[config.mk]
export PLATFORM = sky130hd
export DESIGN_NAME = tca_calc
export DESIGN_NICKNAME = d
export VERILOG_FILES = /design/src/rtl/transfer_credit_allocator_core_defines.svh /design/src/rtl/tca_pkg.sv /design/src/rtl/tca_calc.sv
export SDC_FILE = /design/constraint.sdc
export NUM_CORES = 1
export LEC_CHECK = 0
export BUFFER_PORTS_ARGS = -buffer_cell sky130_fd_sc_hd__buf_2
export CORE_AREA = 2 2 264 266
export DETAILED_ROUTE_END_ITERATION = 7
export DIE_AREA = 0 0 266 268
export PLACE_DENSITY = 0.45
export SYNTH_ARGS = -nofsm -noshare
export SYNTH_HDL_FRONTEND = slang
export SYNTH_SLANG_ARGS = --single-unit
[constraint.sdc]
create_clock -name vclk -period 38.2
set_input_delay 9.55 -clock vclk [all_inputs]
set_output_delay 9.55 -clock vclk [all_outputs]
set_load 0.1 [all_outputs]
[src/rtl/transfer_credit_allocator_core_defines.svh]
// Assertion macros for the transfer credit allocator.
`ifndef TRANSFER_CREDIT_ALLOCATOR_CORE_DEFINES_SVH
`define TRANSFER_CREDIT_ALLOCATOR_CORE_DEFINES_SVH

`ifndef SYNTHESIS

// Checked outside reset.
`define TCA_ASSERT(label, prop, msg) \
    label: assert property (@(posedge i_clk) disable iff (!i_rst_n) prop) else $error(msg);

// Checked on every edge, reset included.
`define TCA_ASSERT_ALWAYS(label, prop, msg) \
    label: assert property (@(posedge i_clk) prop) else $error(msg);

`else

`define TCA_ASSERT(label, prop, msg)
`define TCA_ASSERT_ALWAYS(label, prop, msg)

`endif

`endif

[src/rtl/tca_pkg.sv]
// Types and constants shared by the transfer credit allocator.
`timescale 1ns / 1ps

package tca_pkg;

    // request type codes
    localparam logic [1:0] REQ_GRANT   = 2'd0;
    localparam logic [1:0] REQ_RELEASE = 2'd1;
    localparam logic [1:0] REQ_END     = 2'd2;

    // requester kinds
    localparam logic [1:0] KIND_USER_RD = 2'd0;
    localparam logic [1:0] KIND_COLL_RD = 2'd1;
    localparam logic [1:0] KIND_USER_WR = 2'd2;
    localparam logic [1:0] KIND_COLL_WR = 2'd3;

    // active mask bits
    localparam logic [3:0] USER_RD_BIT = 4'h1;
    localparam logic [3:0] COLL_RD_BIT = 4'h2;
    localparam logic [3:0] WRITE_KINDS = 4'hC;

    // configuration register indexes
    localparam logic CFG_TRANSFER_LIMIT = 1'b0;
    localparam logic CFG_APPEND_LIMIT   = 1'b1;

    localparam logic [31:0] RESET_LIMIT = 32'd516096;

    typedef struct packed {
        logic [1:0]  req_type;
        logic [1:0]  requester_kind;
        logic [31:0] release_bytes;
    } t_req;

    typedef struct packed {
        logic        granted;
        logic [31:0] grant_bytes;
        logic [31:0] free_total_now;
        logic [31:0] free_append_now;
        logic [3:0]  active_kinds;
    } t_rsp;

    typedef struct packed {
        logic        reg_index;
        logic [31:0] wr_data;
    } t_cfg;

    typedef struct packed {
        logic [31:0] transfer_limit;
        logic [31:0] append_limit;
    } t_limits;

    typedef struct packed {
        logic [31:0] free_total;
        logic [31:0] free_append;
        logic [3:0]  active_mask;
    } t_state;

endpackage

[src/rtl/tca_calc.sv]
// Grant, release and end-of-use decision for one request.
`timescale 1ns / 1ps

module tca_calc (
    input  tca_pkg::t_req    i_req,
    input  tca_pkg::t_limits i_limits,
    input  tca_pkg::t_state  i_state,
    output tca_pkg::t_state  o_state,
    output tca_pkg::t_rsp    o_rsp
);

    logic        w_is_write;
    logic [3:0]  w_kind_bit;
    logic [3:0]  w_other_rd;
    logic        w_writes_active;
    logic        w_other_active;
    logic [31:0] w_rd_base;
    logic [31:0] w_rd_half;
    logic [31:0] w_rd_amt;
    logic [31:0] w_wr_half;
    logic [31:0] w_wr_cap;
    logic [31:0] w_wr_amt;
    logic [32:0] w_sum_total;
    logic [32:0] w_sum_append;
    logic [31:0] w_rel_total;
    logic [31:0] w_rel_append;
    logic        w_granted;
    logic [31:0] w_amount;

    assign w_is_write = (i_req.requester_kind == tca_pkg::KIND_USER_WR) ||
                        (i_req.requester_kind == tca_pkg::KIND_COLL_WR);
    assign w_kind_bit = 4'b0001 << i_req.requester_kind;
    assign w_other_rd = (i_req.requester_kind == tca_pkg::KIND_USER_RD) ?
                        tca_pkg::COLL_RD_BIT : tca_pkg::USER_RD_BIT;
    assign w_writes_active = |(i_state.active_mask & tca_pkg::WRITE_KINDS);
    assign w_other_active  = |(i_state.active_mask & w_other_rd);

    // read grant: transfer limit, less append limit under writes, halved when shared
    assign w_rd_base = !w_writes_active ? i_limits.transfer_limit :
                       (i_limits.transfer_limit > i_limits.append_limit) ?
                       (i_limits.transfer_limit - i_limits.append_limit) : 32'd0;
    assign w_rd_half = w_other_active ? (w_rd_base >> 1) : w_rd_base;
    assign w_rd_amt  = (i_state.free_total < w_rd_half) ? i_state.free_total : w_rd_half;

    // write grant: append limit, halved under writes, capped by both budgets
    assign w_wr_half = w_writes_active ? (i_limits.append_limit >> 1) : i_limits.append_limit;
    assign w_wr_cap  = (i_state.free_append < w_wr_half) ? i_state.free_append : w_wr_half;
    assign w_wr_amt  = (i_state.free_total < w_wr_cap) ? i_state.free_total : w_wr_cap;

    // release, saturating at the limits
    assign w_sum_total  = {1'b0, i_state.free_total} + {1'b0, i_req.release_bytes};
    assign w_sum_append = {1'b0, i_state.free_append} + {1'b0, i_req.release_bytes};
    assign w_rel_total  = (w_sum_total > {1'b0, i_limits.transfer_limit}) ?
                          i_limits.transfer_limit : w_sum_total[31:0];
    assign w_rel_append = (w_sum_append > {1'b0, i_limits.append_limit}) ?
                          i_limits.append_limit : w_sum_append[31:0];

    always_comb begin
        o_state   = i_state;
        w_granted = 1'b0;
        w_amount  = 32'd0;
        unique case (i_req.req_type)
            tca_pkg::REQ_GRANT: begin
                if (!w_is_write) begin
                    if (i_state.free_total != 32'd0) begin
                        w_granted            = 1'b1;
                        w_amount             = w_rd_amt;
                        o_state.free_total   = i_state.free_total - w_rd_amt;
                        o_state.active_mask  = i_state.active_mask | w_kind_bit;
                    end
                end else begin
                    if ((i_state.free_total != 32'd0) && (i_state.free_append != 32'd0)) begin
                        w_granted            = 1'b1;
                        w_amount             = w_wr_amt;
                        o_state.free_total   = i_state.free_total - w_wr_amt;
                        o_state.free_append  = i_state.free_append - w_wr_amt;
                        o_state.active_mask  = i_state.active_mask | w_kind_bit;
                    end
                end
            end
            tca_pkg::REQ_RELEASE: begin
                o_state.free_total = w_rel_total;
                if (w_is_write) begin
                    o_state.free_append = w_rel_append;
                end
            end
            tca_pkg::REQ_END: begin
                o_state.active_mask = i_state.active_mask & ~w_kind_bit;
            end
            default: begin
                o_state = i_state;
            end
        endcase
    end

    assign o_rsp.granted         = w_granted;
    assign o_rsp.grant_bytes     = w_amount;
    assign o_rsp.free_total_now  = o_state.free_total;
    assign o_rsp.free_append_now = o_state.free_append;
    assign o_rsp.active_kinds    = o_state.active_mask;

endmodule

# Word-level counts from Yosys, hierarchy flattened
# Cells that the tools add are included.
word_totals:
  output_inout_bits: 169
  inputBits: 168
  mem_bits_rw: 0
  word_cells: 56
  mem_count: 0
  rom_bits: 0
  reg_bits: 0
  latchBits: 0
op_classes:
  addsub: 6
  muxes: 27
  bitwise_logic: 4
  n_eq_ne: 4
  n_mul: 0
  n_shift: 1
  div_mod_pow: 0
  n_lt_le_gt_ge: 6
  n_reduce_logical: 8
op_table:
  columns: ["operator", "n"]
  rows:
  - ["2-to-1 mux 32 bit", 17]
  - ["case mux 64 bit (2 select lines)", 1]
  - ["subtractor 32 bit", 4]
  - ["< comparator 32 bit", 3]
  - ["2-to-1 mux 68 bit", 1]
  - ["adder 32 x 32 -> 33 bit", 2]
  - ["greater-than comparator 33 x 32 -> 1 bit", 2]
  - ["nonzero test 32 bit", 2]
  - ["greater-than comparator 32 bit", 1]
  - ["2-to-1 mux 4 bit", 2]
  - ["case mux 4 bit (2 select lines)", 1]
  - ["== test 2 bit, second input constant", 3]
  - ["AND 4 x 2 -> 4 bit", 1]
  - ["AND 4 bit", 1]
  - ["logical NOT 2 bit", 2]
  - ["2-to-1 mux 1 bit", 4]
  - ["inverter 4 bit", 1]
  - ["OR 4 bit", 1]
  - ["OR reduction 4 bit", 1]
  - ["<< shifter 1 x 2 -> 4 bit, first input constant", 1]
  - ["== test 2 x 1 -> 1 bit, second input constant", 1]
  - ["2-to-1 mux 2 bit", 1]
  - ["OR reduction 2 bit", 1]
  - ["logical AND 1 bit", 1]
  - ["logical OR 1 bit", 1]

# Logic depth before layout (Yosys ltp)
# Gate-level depths: netlist of run 1.
depth:
  depth_word: 11
  ltp_mapped: 59
  mapped_depth_nobuf: 57

# Worst setup path before layout of run 1
# Ideal clock, no wire load.
synth_timing:
  path_type: "input to output"
  start: "input i_state[2] (netlist name)"
  end: "output o_state[18] (netlist name)"
  required_ns: 28.650
  n_path_buf: 13
  t_arrival_ns: 22.775
  stages: 45
  path_slack_ns: 5.875
  cell_sequence: "nor2_4 > buf_1 > buf_1 > clkbuf_1 > buf_1 > mux2i_1 > ha_1 > nand4_1 > nor4_1 > o211ai_2 > nand2_1 > clkbuf_1 > clkbuf_1 > clkbuf_1 > nor2_1 > a21oi_1 > inv_1 > ha_1 > [... 9 more ...] > buf_1 > buf_1 > nor3_1 > a21o_1 > ha_1 > inv_1 > ha_1 > o31ai_1 > a21o_1 > a221oi_1 > o211ai_1 > o2111ai_1 > a21oi_1 > o21ai_0 > xor2_1 > nand2_1 > o311ai_0 > buf_4"
synth_rtl:
  columns: ["element", "line", "source"]
  rows:
  - ["start: declaration", "tca_calc.sv:7", "input tca_pkg::t_state i_state,"]
  - ["end: declaration", "tca_calc.sv:8", "output tca_pkg::t_state o_state,"]

==> reports/metrics.cfg, run 1 <==
[final_layout]
seq_cells=0
syn_to_final_growth_pct=11.2
regArea_um2=0
final_layout_size_suffix_gt1_share_pct=15.2
multiInputGateArea_mm2=0.0175
post-route-util_pct=30.9
final_common_cell=buf_2
layout_common_cells=buf_2 (337), ha_1 (319), a21oi_1 (289)
n_antenna_cell=0
nFillCells=7673
final_nets=3468
nClkBuffers=0

[power_and_ir_drop]
leakagePower_uw=0.00991
peakVddDrop_mv=0.0404
power.density_mw_per_mm2=40.5

[logic_synthesis]
syn_area_mm2=0.0190
ys_seq_area_share_pct=0
syn_avg_cell_area_um2=6.80
synth.yosys.warnings=0
syn_inst=2794
synth_fp_nets=3285
ys_types=90

[floorplanning]
core_area_mm2=0.0682
initial_utilization_pct=27.8
rows=96
die_height_um=268
ios=337
die_area_mm2=0.0713
die_w_um=266

[clock_network]
cts_hold_buf=0
cts_setup_buffers=0
cts_resized=0

[route]
num_vias=22900
dr.pass1.iters=8
routed_wirelength_mm=104
antenna_left=0
routed_via_density=5.93
drcViolationCount=0
drt_iter0_markers=2140
wire_per_inst_um=26.9

[setup_path]
critPathMaxFanout=19
startpoint_type=input pin
critPathMaxStageDelay_ps=600
crit_type=in -> out
worstPathRequired_ps=28650
endpoint_kind=output pin
cp_slowest_cell=a2111oi_0
crit_top_cell=o21ai_0
crit_arrival_ps=22030

[global_routing]
grt_pass1_vias=21000
antenna_found_initial=5
grt_max_degree=55
grtUsageTotal_pct=27.8
grt_pass1_wl_mm=147
overflow=0

[hold_path]
holdPathEnd=o_rsp[2]
holdPathStages=3
min_from=i_state[2]
holdCritPathClass=in -> out

[place]
dpl.hpwl_mm=86.7
io_buffers=337
gp_congestion=0.993

[sta]
relSlewSlack_pct=20.4
drv_slew=0
setup_viol=0
rsz0062_at_grt=no
hold_violations=0
worstMarginPinSlew_ps=1190
finalWorstPathRequiredPeriod_ps=31580
tns_ps=0
fmax_mhz=31.7
post-route-period-util_pct=82.7

[run_status]
status=finished clean

[run]
cap_violations=0

[cells in the mapped netlist, types with 14 or more instances]
cell type / count / area (µm²)
a221oi_1: 23 / 201
o21ai_0: 169 / 846
and3_1: 21 / 131
nor4_1: 39 / 244
mux2_2: 26 / 293
inv_1: 163 / 612
nor3_1: 72 / 360
xnor2_1: 112 / 981
nor2b_1: 34 / 213
nand2b_1: 26 / 163
nand3_1: 68 / 340
o22ai_1: 35 / 219
or3_1: 24 / 150
a31oi_1: 28 / 175
clkbuf_1: 97 / 364
o21a_1: 44 / 330
a21oi_1: 290 / 1450
ha_1: 319 / 3990
a21o_1: 115 / 863
o21bai_1: 20 / 150
nand2_1: 198 / 743
xor2_1: 43 / 377
a211oi_1: 25 / 188
o31ai_1: 28 / 210
buf_4: 69 / 518
nand4_1: 40 / 250
o211ai_1: 15 / 113
o221ai_1: 25 / 219
o22a_1: 14 / 123
buf_1: 16 / 60.1
a22o_1: 18 / 158
nor2_1: 247 / 927
mux2i_1: 87 / 871
and2_1: 18 / 113
[where the power goes]
part           switching (µW)  internal (µW)
logic                     610            245
registers                   0              0
clock network               0              0
[cell type report]
cell class,instances,share of cell area (%)
repair buffers,368,9.09
well taps,882,5.23
inverters,166,2.95
multi-input cells,2441,82.7
[worst max path at each step]
stage	to	depth (start not counted)	slack, ps	start
floorplan	o_state[18]	45	5880	i_state[2]
global placement	o_state[67]	54	6950	i_limits[32]
detailed placement	o_state[67]	54	6830	i_limits[32]
CTS	o_state[67]	54	6780	i_limits[32]
global route	o_state[67]	54	5370	i_limits[32]
finish	o_state[67]	54	6620	i_limits[32]
[layer usage]
layer | vias to the layer above | wire [µm] | track usage (%)
met5 | - | 46 | 0
li1 | 10800 | - | -
met2 | 1059 | 46600 | 46.3
met4 | 6 | 5720 | 12.9
met3 | 170 | 6930 | 2.68
met1 | 10800 | 44500 | 36.4
[stage by stage]
| stage | std cells | power (µW) | hold slack [ps] | area [µm²] | worst slack, ps |
|---|---|---|---|---|---|
| finish | 3857 | 855 | 19800 | 21100 | 6620 |
| global route | 3857 | 909 | 19800 | 21100 | 5370 |
| CTS | 3857 | 844 | 19810 | 21100 | 6780 |
| detailed placement | 3857 | 840 | 19810 | 21100 | 6830 |
| global placement | 3857 | 844 | 19810 | 21100 | 6950 |
| floorplan | 2794 | 635 | 19550 | 19000 | 5880 |
[critical path, delay by kind of cell]
kind,cells,cell delay [ps]
and+or+nand+nor,10,1710
xor gates and xnor gates,1,180
AOI/OAI and AO/OA,34,8320
adders and majority gates,4,1170
muxes,1,370
buffers and inverters,4,720
[logic make-up (layout without fill, tap and decap cells)]
group	after synthesis	after routing	synth area share [%]
xor+xnor	155	155	7.15
simple gates	825	825	20.7
fa+ha+maj	339	339	22.3
compound gates	1006	1006	35.1
buf+inv	353	534	8.41
mux	116	116	6.35
No activity file was read; power rests on OpenSTA's default activity.
==> run 2: changes to the inputs <==
clock period = 30.6 ns   (was 38.2 ns; I/O delays follow)
==> reports/metrics.cfg, run 2 (synthesis results as in run 1) <==
[floorplanning]
rows=96
initial_utilization_pct=27.8
ios=337
die_height_um=268
die_w_um=266
die_area_mm2=0.0713
core_area_mm2=0.0682

[final_layout]
syn_to_final_growth_pct=11.0
finalInstanceArea_mm2=0.0211
nFillCells=7726
seq_cells=0
regArea_um2=0
final_nets=3465
final_common_cell=buf_2
layout_common_cells=buf_2 (337), ha_1 (319), a21oi_1 (289)
n_antenna_cell=0
nClkBuffers=0
final_layout_size_suffix_gt1_share_pct=15.1

[sta]
relSlewSlack_pct=18.5
rsz0062_at_grt=no
drv_slew=0
setup_viol=0
tns_ps=0
hold_violations=0
post-route-period-util_pct=90.3
fmax_mhz=36.2
finalWorstPathRequiredPeriod_ps=27630
worstMarginPinSlew_ps=1220

[setup_path]
endpoint_kind=output pin
startpoint_type=input pin
worstPathRequired_ps=22950
crit_arrival_ps=19980
cp_slowest_cell=a2111oi_0
crit_top_cell=o21ai_0
crit_type=in -> out
critPathMaxStageDelay_ps=600
critPathMaxFanout=19

[global_routing]
overflow=0
grt_pass1_vias=21300
grt_pass1_wl_mm=147
antenna_found_initial=4
grt_max_degree=60
grtUsageTotal_pct=27.9

[route]
routed_via_density=5.92
dr.pass1.iters=8
routed_wirelength_mm=104
wire_per_inst_um=27.0
drcViolationCount=0
drt_iter0_markers=2230
antenna_left=0
num_vias=22800

[clock_network]
cts_hold_buf=0
cts_setup_buffers=0
cts_resized=0

[place]
dpl.hpwl_mm=87.2
io_buffers=337
gp_congestion=0.997
placed_area_mm2=0.0211

[run]
cap_violations=0

[run_status]
status=finished clean

[hold_path]
holdCritPathClass=in -> out

[power_and_ir_drop]
leakagePower_uw=0.00990
finalPower_uw=1070
peakVddDrop_mv=0.0477
power.density_mw_per_mm2=50.6

==> run 2: changes by cell type in the layout (fill, tap and decap cells not counted) <==
cell / before / now
buf_4: 31 / 28
==> run 2: through the flow <==
stage / std cells / hold WS [ps] / utilization (%) / setup slack (ps)
after floorplan: 2794 / 15750 / - / 2080
after global placement: 3854 / 16000 / 30.9 / 3140
after detailed placement: 3854 / 16000 / 30.9 / 3100
after CTS: 3854 / 16000 / 30.9 / 3070
after global routing: 3854 / 16000 / 30.9 / 1530
final: 3854 / 16020 / 30.9 / 2970
==> run 2: area by class of cell <==
type	instances	area [µm²]	area share, %
Timing Repair Buffer	365	1900	9.00
Inverter	166	623	2.96
Multi-Input combinational cell	2441	17500	82.8
Tap cell	882	1100	5.23
==> run 2: layer usage <==
metal,GRT usage (%),part of all wire [%],vias to the layer above
li1,-,-,10800
met5,0,0.029,-
met4,13.6,5.8,4
met2,46.6,45,1076
met3,3.27,7.3,174
met1,35.7,42,10800
==> run 2: worst paths after layout <==
check,start,endpoint,cells past startpoint
setup / recovery,i_limits[32],o_state[67],54
hold / removal,i_state[2],o_rsp[2],3
==> run 2: report_power, final <==
group | internal (µW) | switching, µW | leakage, µW
logic | 305 | 761 | 0.00990
clock network | 0 | 0 | 0
registers | 0 | 0 | 0
total | 305 | 761 | 0.00990
==> run 2: worst max-delay path: cells and delay by family <==
kind	cells	cell delay [ps]
xor gates and xnor gates	1	170
and+or+nand+nor	10	1680
adders and majority gates	4	1130
AOI/OAI and AO/OA	34	8240
muxes	1	370
buffers and inverters	4	700
==> run 3: changes to the inputs <==
RECOVER_POWER = 50   (was default)
==> reports/metrics.cfg, run 3 (synthesis results as in run 1) <==
[global_routing]
antenna_found_initial=3
use_met3_pct=3.27
grt_use_met2_pct=46.6
overflow=0
grtUsageMet1_pct=35.7
grt_pass1_wl_mm=147
grt_pass1_vias=21300
grt.busiest_layer=met2
grtUsageTotal_pct=27.9
grt_max_degree=60

[run]
cap_violations=4

[sta]
drv_slew=145
post-route-period-util_pct=97.0
setup_viol=0
finalWorstPathRequiredPeriod_ps=29680
relSlewSlack_pct=-114
worstMarginPinSlew_ps=3210
tns_ps=0
hold_violations=0
fmax_mhz=33.7
rsz0062_at_grt=no

[setup_path]
crit_arrival_ps=22030
worstPathRequired_ps=22950
endpoint_kind=output pin
critPathMaxStageDelay_ps=1510
cp_slowest_cell=clkbuf_1
crit_type=in -> out
critPathMaxFanout=37
startpoint_type=input pin

[power_and_ir_drop]
power.density_mw_per_mm2=50.7
peakVddDrop_mv=0.0477
leakagePower_uw=0.00964

[final_layout]
post-route-util_pct=30.7
final_nets=3465
final_layout_size_suffix_gt1_share_pct=12.6
regArea_um2=0
final_common_cell=ha_1
nClkBuffers=0
syn_to_final_growth_pct=10.5
n_antenna_cell=0
layout_common_cells=ha_1 (319), a21oi_1 (290), buf_2 (266)
seq_cells=0

[route]
routed_wirelength_mm=104
drt_iter0_markers=2161
num_vias=22800
wire_per_inst_um=27.0
routed_via_density=5.93
dr.pass1.iters=6
drcViolationCount=0
antenna_left=0

[hold_path]
holdCritPathClass=in -> out
holdPathStages=3

[clock_network]
cts_setup_buffers=0
cts_hold_buf=0
cts_resized=0

[floorplanning]
initial_utilization_pct=27.8
die_area_mm2=0.0713
rows=96
core_area_mm2=0.0682
die_height_um=268
ios=337
die_w_um=266

[run_status]
violations=max-capacitance violations, max-slew violations
status=complete, but fails checks

[place]
dpl.hpwl_mm=87.2
io_buffers=337
gp_congestion=0.997

[run 3: path summary, 6_finish.rpt]
path                    from          end  slack (ps)
setup / recovery  i_state[3]  o_state[25]         920
hold / removal    i_state[2]   o_state[2]       16020
[run 3: where the power goes]
| group | total (µW) | switching (µW) | internal, µW |
|---|---|---|---|
| sequential | 0 | 0 | 0 |
| clock | 0 | 0 | 0 |
| combinational | 1060 | 761 | 302 |
[run 3: worst max-delay path, delay by kind of cell]
family / cells / cell delay [ps]
compound gates: 16 / 6420
buf+inv: 6 / 4530
simple gates: 6 / 1580
mux: 2 / 920
fa+ha+maj: 2 / 670
xor+xnor: 1 / 100
[run 3: per-stage QoR]
step / cell area, µm² / total power, µW / worst slack, ps / cells / hold slack [ps]
after floorplan: 19000 / 792 / 2080 / 2794 / 15750
after global placement: 21100 / 1050 / 3140 / 3854 / 16000
after detailed placement: 21100 / 1050 / 3100 / 3854 / 16000
after CTS: 21100 / 1050 / 3070 / 3854 / 16000
after global routing: 21000 / 1130 / 769 / 3854 / 16000
final: 21000 / 1060 / 918 / 3854 / 16020
[run 3: layer usage]
metal  up-vias  part of all wire [%]
met3       176                   7.1
met1     10800                    42
met4         2                   5.9
met2      1062                    45
met5         -                 0.012
li1      10800                     -
[run 3: area by class of cell]
cell class,count,area (µm²)
multi-input combinational,2441,17400
inverter,166,623
timing repair buffer,365,1800
tap,882,1100
fill,7763,47300
